==> config.mk <==
export PLATFORM = sky130hd
export DESIGN_NAME = modbus_request_frame_builder
export DESIGN_NICKNAME = d
export VERILOG_FILES = /design/src/sv/mrfb_pkg.sv /design/src/sv/mrfb_frame.sv /design/src/sv/mrfb_serializer.sv /design/src/sv/modbus_request_frame_builder.sv
export SDC_FILE = /design/constraint.sdc
export NUM_CORES = 1
export LEC_CHECK = 0
export ABC_CLOCK_PERIOD_IN_PS = 3200
export BUFFER_PORTS_ARGS = -buffer_cell sky130_fd_sc_hd__buf_2
export CORE_MARGIN = 3
export CORE_UTILIZATION = 50
export DETAILED_ROUTE_END_ITERATION = 6
export PLACE_DENSITY = 0.67
export SETUP_SLACK_MARGIN = 0.5
export SYNTH_ARGS = -nofsm -noshare
export SYNTH_HDL_FRONTEND = slang
export SYNTH_SLANG_ARGS = --single-unit
==> constraint.sdc <==
create_clock -name clk -period 3.2 [get_ports clk]
set_input_delay 0.32 -clock clk [delete_from_list [all_inputs] [get_ports clk]]
set_output_delay 0.32 -clock clk [all_outputs]
set_load 0.02 [all_outputs]
==> src/sv/mrfb_pkg.sv <==
`timescale 1ns / 1ps
package mrfb_pkg;

    localparam int BYTE_W      = 8;
    localparam int FRAME_BYTES = 8;
    localparam int BODY_BYTES  = 6;
    localparam int BODY_W      = BODY_BYTES * BYTE_W;
    localparam int CNT_W       = $clog2(FRAME_BYTES);
    localparam int CFG_IDX_W   = 2;

    localparam logic [CNT_W-1:0] CNT_CRC_LO = CNT_W'(BODY_BYTES);
    localparam logic [CNT_W-1:0] CNT_CRC_HI = CNT_W'(FRAME_BYTES - 1);

    localparam logic KIND_WRITE = 1'b0;
    localparam logic KIND_READ  = 1'b1;

    localparam logic [7:0]  FUNC_WRITE_SINGLE = 8'h06;
    localparam logic [7:0]  FUNC_READ_HOLDING = 8'h03;
    localparam logic [15:0] READ_QUANTITY     = 16'h0001;

    localparam logic [15:0] CRC_INIT = 16'hFFFF;
    localparam logic [15:0] CRC_POLY = 16'hA001;

    localparam logic [CFG_IDX_W-1:0] CFG_SLAVE_ADDR = 2'd0;
    localparam logic [CFG_IDX_W-1:0] CFG_REG_ADDR   = 2'd1;

    localparam logic [7:0]  SLAVE_ADDR_RESET = 8'h01;
    localparam logic [15:0] REG_ADDR_RESET   = 16'h0001;

    typedef logic [BODY_W-1:0] body_t;

    // one byte through the reflected crc-16, bit at a time
    function automatic logic [15:0] crc_byte(input logic [15:0] acc_in,
                                             input logic [7:0] data);
        logic [15:0] acc;
        acc = acc_in ^ {8'h00, data};
        for (int k = 0; k < 8; k++)
        begin
            if (acc[0])
                acc = (acc >> 1) ^ CRC_POLY;
            else
                acc = acc >> 1;
        end
        return acc;
    endfunction

endpackage

==> src/sv/mrfb_frame.sv <==
`timescale 1ns / 1ps
module mrfb_frame (
    input  logic                  clk,
    input  logic                  rst_n,
    input  logic                  in_valid,
    output logic                  in_ready,
    input  logic                  in_kind,
    input  logic [15:0]           in_value,
    input  logic [7:0]            slave_addr,
    input  logic [15:0]           reg_addr,
    output logic                  body_valid,
    input  logic                  body_ready,
    output mrfb_pkg::body_t       body
);
    import mrfb_pkg::*;

    logic        body_valid_reg;
    logic        body_valid_next;
    body_t       body_reg;
    body_t       body_next;
    logic [7:0]  func;
    logic [15:0] payload;
    logic        load;

    assign in_ready = !body_valid_reg || body_ready;
    assign load     = in_valid && in_ready;

    always_comb
    begin
        func    = (in_kind == KIND_READ) ? FUNC_READ_HOLDING : FUNC_WRITE_SINGLE;
        payload = (in_kind == KIND_READ) ? READ_QUANTITY : in_value;
        // transmit order from the low byte up
        body_next = {payload[7:0], payload[15:8], reg_addr[7:0], reg_addr[15:8],
                     func, slave_addr};
        body_valid_next = body_valid_reg;
        if (load)
            body_valid_next = 1'b1;
        else if (body_ready)
            body_valid_next = 1'b0;
    end

    always_ff @(posedge clk or negedge rst_n)
    begin
        if (!rst_n)
            body_valid_reg <= 1'b0;
        else
            body_valid_reg <= body_valid_next;
    end

    always_ff @(posedge clk)
    begin
        if (load)
            body_reg <= body_next;
    end

    assign body_valid = body_valid_reg;
    assign body       = body_reg;

endmodule

==> src/sv/mrfb_serializer.sv <==
`timescale 1ns / 1ps
module mrfb_serializer (
    input  logic                  clk,
    input  logic                  rst_n,
    input  logic                  body_valid,
    output logic                  body_ready,
    input  mrfb_pkg::body_t       body,
    output logic                  out_valid,
    input  logic                  out_ready,
    output logic [7:0]            out_byte,
    output logic                  out_last
);
    import mrfb_pkg::*;

    logic             busy_reg, busy_next;
    logic [CNT_W-1:0] cnt_reg, cnt_next;
    body_t            shift_reg, shift_next;
    logic [15:0]      crc_reg, crc_next;
    logic             valid_reg, valid_next;
    logic [7:0]       byte_reg, byte_next;
    logic             last_reg, last_next;
    logic             adv;
    logic             emit;
    logic             load;

    assign adv        = !valid_reg || out_ready;
    assign emit       = busy_reg && adv;
    assign body_ready = !busy_reg || (emit && cnt_reg == CNT_CRC_HI);
    assign load       = body_valid && body_ready;

    always_comb
    begin
        busy_next  = busy_reg;
        cnt_next   = cnt_reg;
        shift_next = shift_reg;
        crc_next   = crc_reg;
        valid_next = valid_reg;
        byte_next  = byte_reg;
        last_next  = last_reg;

        if (adv)
            valid_next = 1'b0;

        if (emit)
        begin
            valid_next = 1'b1;
            cnt_next   = cnt_reg + 1'b1;
            last_next  = 1'b0;
            if (cnt_reg == CNT_CRC_HI)
            begin
                byte_next = crc_reg[15:8];
                last_next = 1'b1;
                busy_next = 1'b0;
            end
            else if (cnt_reg == CNT_CRC_LO)
            begin
                byte_next = crc_reg[7:0];
            end
            else
            begin
                // body bytes: checksum follows what goes out
                byte_next  = shift_reg[7:0];
                crc_next   = crc_byte(crc_reg, shift_reg[7:0]);
                shift_next = shift_reg >> BYTE_W;
            end
        end

        if (load)
        begin
            busy_next  = 1'b1;
            cnt_next   = '0;
            shift_next = body;
            crc_next   = CRC_INIT;
        end
    end

    always_ff @(posedge clk or negedge rst_n)
    begin
        if (!rst_n)
        begin
            busy_reg  <= 1'b0;
            cnt_reg   <= '0;
            valid_reg <= 1'b0;
        end
        else
        begin
            busy_reg  <= busy_next;
            cnt_reg   <= cnt_next;
            valid_reg <= valid_next;
        end
    end

    always_ff @(posedge clk)
    begin
        shift_reg <= shift_next;
        crc_reg   <= crc_next;
        byte_reg  <= byte_next;
        last_reg  <= last_next;
    end

    assign out_valid = valid_reg;
    assign out_byte  = byte_reg;
    assign out_last  = last_reg;

endmodule

==> src/sv/modbus_request_frame_builder.sv <==
`timescale 1ns / 1ps
// Builds one 8-byte Modbus RTU request frame per input beat and sends it out one
// byte per beat: slave address, function code (6 for a write with tuser 0, 3 for a
// read with tuser 1), register address high and low, payload high and low (the
// write value, or a quantity of one for reads), then the crc-16 low and high byte,
// with tlast on the crc high byte. Slave address (index 0) and register address
// (index 1) are set over the cfg port and sampled when a request is taken, so
// write them only while no frame is in flight. A frame takes eight output beats;
// the byte serializer sets the rate, and the input register takes the next
// request while the current frame is still going out. A request passes the frame
// body register, the serializer shift register and the output byte register.
module modbus_request_frame_builder (
    input  logic        clk,
    input  logic        rst_n,
    input  logic        s_tvalid,
    output logic        s_tready,
    input  logic [15:0] s_tdata,    // value[15:0]
    input  logic        s_tuser,    // kind
    output logic        m_tvalid,
    input  logic        m_tready,
    output logic [7:0]  m_tdata,    // frame_byte[7:0]
    output logic        m_tlast,
    input  logic        cfg_valid,
    output logic        cfg_ready,
    input  logic [1:0]  cfg_index,
    input  logic [15:0] cfg_data
);
    import mrfb_pkg::*;

    logic [7:0]  slave_addr_reg, slave_addr_next;
    logic [15:0] reg_addr_reg, reg_addr_next;
    logic        body_valid;
    logic        body_ready;
    body_t       body;

    assign cfg_ready = 1'b1;

    always_comb
    begin
        slave_addr_next = slave_addr_reg;
        reg_addr_next   = reg_addr_reg;
        if (cfg_valid && cfg_ready)
        begin
            case (cfg_index)
                CFG_SLAVE_ADDR: slave_addr_next = cfg_data[7:0];
                CFG_REG_ADDR:   reg_addr_next   = cfg_data;
                default:        ;
            endcase
        end
    end

    always_ff @(posedge clk or negedge rst_n)
    begin
        if (!rst_n)
        begin
            slave_addr_reg <= SLAVE_ADDR_RESET;
            reg_addr_reg   <= REG_ADDR_RESET;
        end
        else
        begin
            slave_addr_reg <= slave_addr_next;
            reg_addr_reg   <= reg_addr_next;
        end
    end

    mrfb_frame u_frame (
        .clk        (clk),
        .rst_n      (rst_n),
        .in_valid   (s_tvalid),
        .in_ready   (s_tready),
        .in_kind    (s_tuser),
        .in_value   (s_tdata),
        .slave_addr (slave_addr_reg),
        .reg_addr   (reg_addr_reg),
        .body_valid (body_valid),
        .body_ready (body_ready),
        .body       (body)
    );

    mrfb_serializer u_serializer (
        .clk        (clk),
        .rst_n      (rst_n),
        .body_valid (body_valid),
        .body_ready (body_ready),
        .body       (body),
        .out_valid  (m_tvalid),
        .out_ready  (m_tready),
        .out_byte   (m_tdata),
        .out_last   (m_tlast)
    );

endmodule
==> impl_metrics.json, run 1 <==
{
  "status": "completed",
  "worst_slew_pin_slew_ps": 768,
  "swShare_pct": 28.0,
  "cts_tree": "built",
  "antenna_found_initial": 0,
  "rsz0062_at_grt": "yes",
  "die-area_um2": 12700,
  "ios": 52,
  "grt_pass1_wl_mm": 15.2,
  "crit_fanout": 51,
  "drive_gt1_share_pct": 23.7,
  "hp-class": "in2reg",
  "crit_type": "reg2reg",
  "drc": 0,
  "syn_to_final_growth_pct": 17.9,
  "comb_power_share_pct": 26.6,
  "total_power_mw": 6.54,
  "slowest_delay_ps": 450,
  "dp_hpwl_mm": 5.92,
  "ys_warn_count": 0,
  "synth_largest_area_cell": "edfxtp_1",
  "post-route-min-period_ps": 2430,
  "largest_reg_flops": 48,
  "layout_commonest_cell": "nand2_1",
  "postSynthCellCount": 434,
  "final_cells": 642,
  "htree_levels": 4,
  "clock_sinks": 145,
  "clkTransAtPathRegs_ps": 60,
  "fmax_ghz": 0.411,
  "grt_pass1_vias": 3111,
  "grt_max_degree": 52,
  "core.rowCount": 38,
  "power.switching_mw": 1.83,
  "initial_utilization_pct": 51.9,
  "wl_per_cell_um": 14.3,
  "insertion_delay_ps": 410,
  "cp_num_buf_inv": 3,
  "critPathRequiredTime_ps": 3530,
  "die_x_um": 113,
  "seq_area_frac_synth_pct": 70.9,
  "gp_congestion": 0.775,
  "nNetsFinal": 532,
  "routed_wl_mm": 9.19,
  "setup_viol": 0,
  "ir_drop_uv": 733,
  "vias_per_cell": 5.00,
  "cts_buffer_depth": 2,
  "synth_cell_types": 31,
  "seqPwrFrac_pct": 43.6,
  "final_cell_mix": "120 x nand2_1, 99 x edfxtp_1, 50 x buf_2, 28 x dfrtp_1, 24 x mux2_2",
  "syn_nets": 477,
  "root_buffer": "clkbuf_16",
  "fin_tns_setup_ps": 0,
  "ys_seq_elements": 145,
  "max_slew_margin_pct": 48.6,
  "finalHoldViolations": 0,
  "drt_iter0_markers": 234,
  "vias": 3211,
  "skew_ps": 9.72,
  "holdWs_ps": 126,
  "crit_path_start_kind": "flip-flop",
  "cts-buffers-inserted": 17,
  "max_cap_viol_count": 0,
  "synth.avg_cell_area_um2": 13.1,
  "crit_path_frequent_cell": "buf_4",
  "p_per_area_nw_per_um2": 972,
  "drv_slew": 0,
  "core_region_area_um2": 11000,
  "synthTopCellsByArea": "edfxtp_1 52%, dfrtp_1 12%, nand2_1 7.9%, dfxtp_1 5.6%, mux2_2 4.7%",
  "synth_top_area_share_pct": 52.1,
  "n_antenna_cell": 0,
  "track_usage_pct": 15.6,
  "critPathTopFamily": "buffers and inverters",
  "endpoint_kind": "flip-flop",
  "crit_chain": "ha_1, ha_2, inv_1, o21ai_0, buf_4, and2_1, buf_4, nor3_1, a21oi_1",
  "rrSetupSlack_ps": 770,
  "syn_area_um2": 5710,
  "period_share_pct": 76.0,
  "io_buffers": 50,
  "cp_slowest_cell": "buf_4",
  "arrival_ps": 2760,
  "post_cts_buffers": 0,
  "drt-pass1-iter-count": 4,
  "p_leak_nw": 2.77,
  "fp.dieH_um": 113,
  "grt-ovfl-total": 0,
  "ant_nets": 0,
  "intPower_mw": 4.71,
  "clkPwrFrac_pct": 29.8,
  "dp.cells": 609
}
[cell usage after synthesis, drive strengths merged]
cell type / number
nand2: 120
dfstp: 2
conb: 1
xnor3: 2
nor2: 8
buf: 1
inv: 5
or2: 2
xnor2: 15
nor3b: 2
edfxtp: 99
mux2i: 8
clkbuf: 19
mux2: 24
o211ai: 1
and3: 8
a21oi: 11
o21ai: 14
nand3b: 1
nor2b: 16
dfxtp: 16
and2: 7
ha: 3
dfrtp: 28
xor2: 5
nand2b: 5
nor3: 9
a2bb2oi: 2
[metrics by stage]
stage / util (%) / area [um2] / worst slack, ps
floorplan: - / 5710 / 695
global placement: 55.6 / 6110 / 591
detailed placement: 55.6 / 6110 / 491
CTS: 61.2 / 6720 / 682
global route: 61.2 / 6730 / 502
finish: 61.2 / 6730 / 769
[area by class of cell]
class	count	area, um2
sequential	145	4050
clock inverter	9	91.3
multi-input combinational	264	1570
tap	140	175
clock buffer	23	510
timing repair buffer	56	310
fill	873	4260
inverter	5	18.8
[power groups by stage]
stage	Sequential (mW)	Clock (mW)	Combinational, mW
after detailed placement	2.88	0	1.74
after global routing	2.90	2.07	1.94
after floorplan	2.87	0	1.37
final	2.85	1.95	1.74
after global placement	2.87	0	1.68
after CTS	2.85	1.98	1.76
[worst register-to-register path, stage by stage, from the launching register on]
cell and delay, ps:
dfrtp_1 370, ha_1 170, ha_2 390, inv_1 100, o21ai_0 190, buf_4 190, and2_1 160, buf_4 450
nor3_1 160, a21oi_1 180
[routing by layer]
| layer | part of all wire [%] | vias to the layer above | track usage, % |
|---|---|---|---|
| met2 | 50 | 61 | 25.2 |
| met1 | 44 | 1541 | 19.5 |
| met4 | 1.5 | 0 | 6.09 |
| li1 | - | 1595 | - |
| met3 | 4.6 | 14 | 5.40 |
| met5 | 0 | - | 0 |
[logic make-up (layout without fill, tap and decap cells)]
kind of cell | count (synthesis) | count (layout) | synth area share, %
flops | 145 | 145 | 70.9
fa+ha+maj | 3 | 3 | 0.658
buf+inv | 25 | 93 | 1.71
mux | 32 | 32 | 6.14
simple gates | 178 | 178 | 13.9
xor+xnor | 22 | 22 | 4.01
other cells | 1 | 1 | 0.0657
compound gates | 28 | 28 | 2.63
[final timing paths]
check | start | end | depth (start not counted)
setup / recovery | u_serializer.cnt_reg[1] | u_serializer.crc_reg[11] | 9
max in group asynchronous | rst_n | u_serializer.busy_reg | 2
setup reg to reg | u_serializer.cnt_reg[1] | u_serializer.crc_reg[11] | 9
hold reg to reg | reg_addr_reg[11] | u_frame.body[19] | 0
min in group asynchronous | rst_n | slave_addr_reg[3] | 2
hold / removal | s_tvalid | u_frame.body_valid | 2
[timing repair]
| action | in CTS | in global routing |
|---|---|---|
| hold buffers | 1 | 0 |
| hold endpoints to repair | 28 | 0 |
| gates resized for setup | 2 | 1 |
| endpoints found under the setup margin | 77 | 35 |
No activity file was read; power rests on OpenSTA's default activity.
==> run 2, diff against run 1 <==
Settings changed: ABC_AREA set to 1, ABC_CLOCK_PERIOD_IN_PS 3200 to 2250.
Clock period 3.2 ns to 2.25 ns, I/O delays scaled along.
==> impl_metrics.json, run 2 <==
{
  "clock_sinks": 145,
  "critPathRequiredTime_ps": 2390,
  "max_slew_margin_pct": 54.6,
  "yosysMostFrequentCell": "nand2_1",
  "ir_drop_uv": 649,
  "fin_tns_setup_ps": 0,
  "final_util_pct": 65.6,
  "drt_iter0_markers": 266,
  "wl_per_cell_um": 15.1,
  "layout_commonest_cell": "nand2_1",
  "drt-pass1-iter-count": 5,
  "die_x_um": 115,
  "clkPwrFrac_pct": 29.1,
  "grt_pass1_vias": 3576,
  "setup_ws_ps": 325,
  "fmax_ghz": 0.519,
  "cp_slowest_cell": "dfrtp_1",
  "slowest_delay_ps": 440,
  "p_per_area_nw_per_um2": 1320,
  "cts_tree": "built",
  "postSynthCellCount": 561,
  "status": "completed",
  "crit_type": "reg2reg",
  "crit_path_start_kind": "flip-flop",
  "synthTopCellsByArea": "edfxtp_1 50%, dfrtp_1 12%, nand2_1 12%, dfxtp_1 5.4%, inv_1 3.9%",
  "largest_reg_flops": 48,
  "root_buffer": "clkbuf_16",
  "synth_cell_types": 32,
  "comb_power_share_pct": 28.8,
  "die-area_um2": 13200,
  "worst_slew_pin_slew_ps": 681,
  "r2r_start": "u_serializer.cnt_reg[0]",
  "ant_nets": 0,
  "cts-buffers-inserted": 17,
  "synth_top_area_share_pct": 50.1,
  "io_buffers": 50,
  "initial_utilization_pct": 51.5,
  "setup_viol": 0,
  "power.switching_mw": 3.18,
  "core_region_area_um2": 11500,
  "period_share_pct": 85.6,
  "swShare_pct": 32.0,
  "crit_fanout": 42,
  "ys_warn_count": 0,
  "gp_congestion": 0.792,
  "p_leak_nw": 3.44,
  "fp.dieH_um": 115,
  "endpoint_kind": "flip-flop",
  "synth_edf_count": 99,
  "antenna_found_initial": 0,
  "syn_to_final_growth_pct": 27.3,
  "insertion_delay_ps": 420,
  "skew_ps": 9.42,
  "syn_area_um2": 5940,
  "vias_per_cell": 4.98,
  "synthArstFlopShare_pct": 20.7,
  "worstHoldStart": "cfg_data[12]",
  "post-route-min-period_ps": 1930,
  "seqPwrFrac_pct": 42.0,
  "final_cell_mix": "176 x nand2_1, 99 x edfxtp_1, 59 x inv_1, 50 x buf_2, 34 x nor2_1",
  "dp_hpwl_mm": 6.70,
  "routed_wl_mm": 12.2,
  "rsz0062_at_grt": "yes",
  "ys_seq_elements": 145,
  "ios": 52,
  "num-fill-cells": 854,
  "core.rowCount": 39,
  "cp-startpoint": "u_serializer.cnt_reg[0]",
  "intPower_mw": 6.76,
  "cts_buffer_depth": 2,
  "finalHoldViolations": 0,
  "seq_area_frac_synth_pct": 68.2,
  "grt_max_degree": 53,
  "max_cap_viol_count": 0,
  "grt-ovfl-total": 0,
  "grt_pass1_wl_mm": 17.2,
  "vias": 4036,
  "arrival_ps": 2070,
  "track_usage_pct": 16.9,
  "syn_nets": 604,
  "crit_chain": "ha_4, ha_4, a21oi_4, nand2_4, buf_4, nand2_4, clkinvlp_4, buf_12",
  "synth.avg_cell_area_um2": 10.6,
  "drv_slew": 0,
  "clkTransAtPathRegs_ps": 60,
  "synth_top_cells_by_count": "183 x nand2_1, 99 x edfxtp_1, 62 x inv_1",
  "htree_levels": 4,
  "nNetsFinal": 697,
  "synth_flop_cell": "edfxtp_1",
  "synth_largest_area_cell": "edfxtp_1",
  "hp-class": "in2reg",
  "place_ws_ps": 384,
  "drc": 0,
  "drive_gt1_share_pct": 27.9,
  "n_antenna_cell": 0
}
[run 2: kinds of logic (layout without fill, tap and decap cells)]
family	after synthesis	count (layout)	synth area share (%)
simple gates	249	249	17.3
flops	145	145	68.2
buf+inv	96	202	6.37
compound gates	56	56	5.35
mux	8	8	1.52
fa+ha+maj	3	3	0.632
xor+xnor	3	3	0.569
other cells	1	1	0.0632
[run 2: final timing paths]
check	slack (ps)	cells after the start	to
setup / recovery	320	8	u_frame.body[47]
hold / removal	40	2	reg_addr_reg[12]
setup reg to reg	320	8	u_frame.body[47]
hold reg to reg	440	0	u_frame.body[20]
max in group asynchronous	1430	2	reg_addr_reg[10]
min in group asynchronous	380	2	reg_addr_reg[13]
[run 2: final cells by class]
cell class / count / area, um2 / area share, %
sequential: 145 / 4050 / 53.6
multi-input combinational: 320 / 1610 / 21.3
timing repair buffer: 86 / 688 / 9.11
clock buffer: 22 / 484 / 6.41
inverter: 78 / 332 / 4.39
tap: 143 / 179 / 2.37
clock inverter: 10 / 133 / 1.76
timing repair inverter: 6 / 82.6 / 1.09
[run 2: per-layer routing]
metal  vias to the layer above  routed length [um]  track usage (%)
li1                       2003                   -                -
met1                      1912                5300             21.9
met2                       101                6170             26.5
met3                        20                 486             4.42
met4                         0                 254             8.69
met5                         -                   0                0
[run 2: power groups by stage]
stage	registers, mW	clock network [mW]	logic, mW
2_1_floorplan	4.15	0	1.80
4_1_cts	4.15	2.91	2.48
5_1_grt	4.25	3.06	3.21
3_3_place_gp	4.17	0	2.34
3_5_place_dp	4.19	0	2.43
6_report	4.18	2.90	2.86
[run 2: worst max-delay path, delay by kind of cell (launching register included)]
kind,cells,cell delay [ps]
flip-flops,1,440
buffers and inverters,3,420
adder cells (fa/ha/maj),2,370
AO/OA/AOI/OAI,1,220
AND/OR/NAND/NOR,2,160
[run 2: through the flow]
step	cell area, um2	hold slack (ps)	total power [mW]	instances
after CTS	7100	24.7	9.54	779
after global routing	7550	34.8	10.5	810
after floorplan	6000	-70.6	5.95	561
final	7550	39.1	9.94	810
after global placement	6450	295	6.51	745
after detailed placement	6450	301	6.61	745
[run 2: timing repair]
item / in CTS / in global routing
hold endpoints to repair: 28 / 0
hold buffers: 1 / 0
cloned: 0 / 12
pin swaps: 2 / 8
endpoints found under the setup margin: 93 / 144
buffers inserted: 1 / 19
resized for setup: 3 / 38
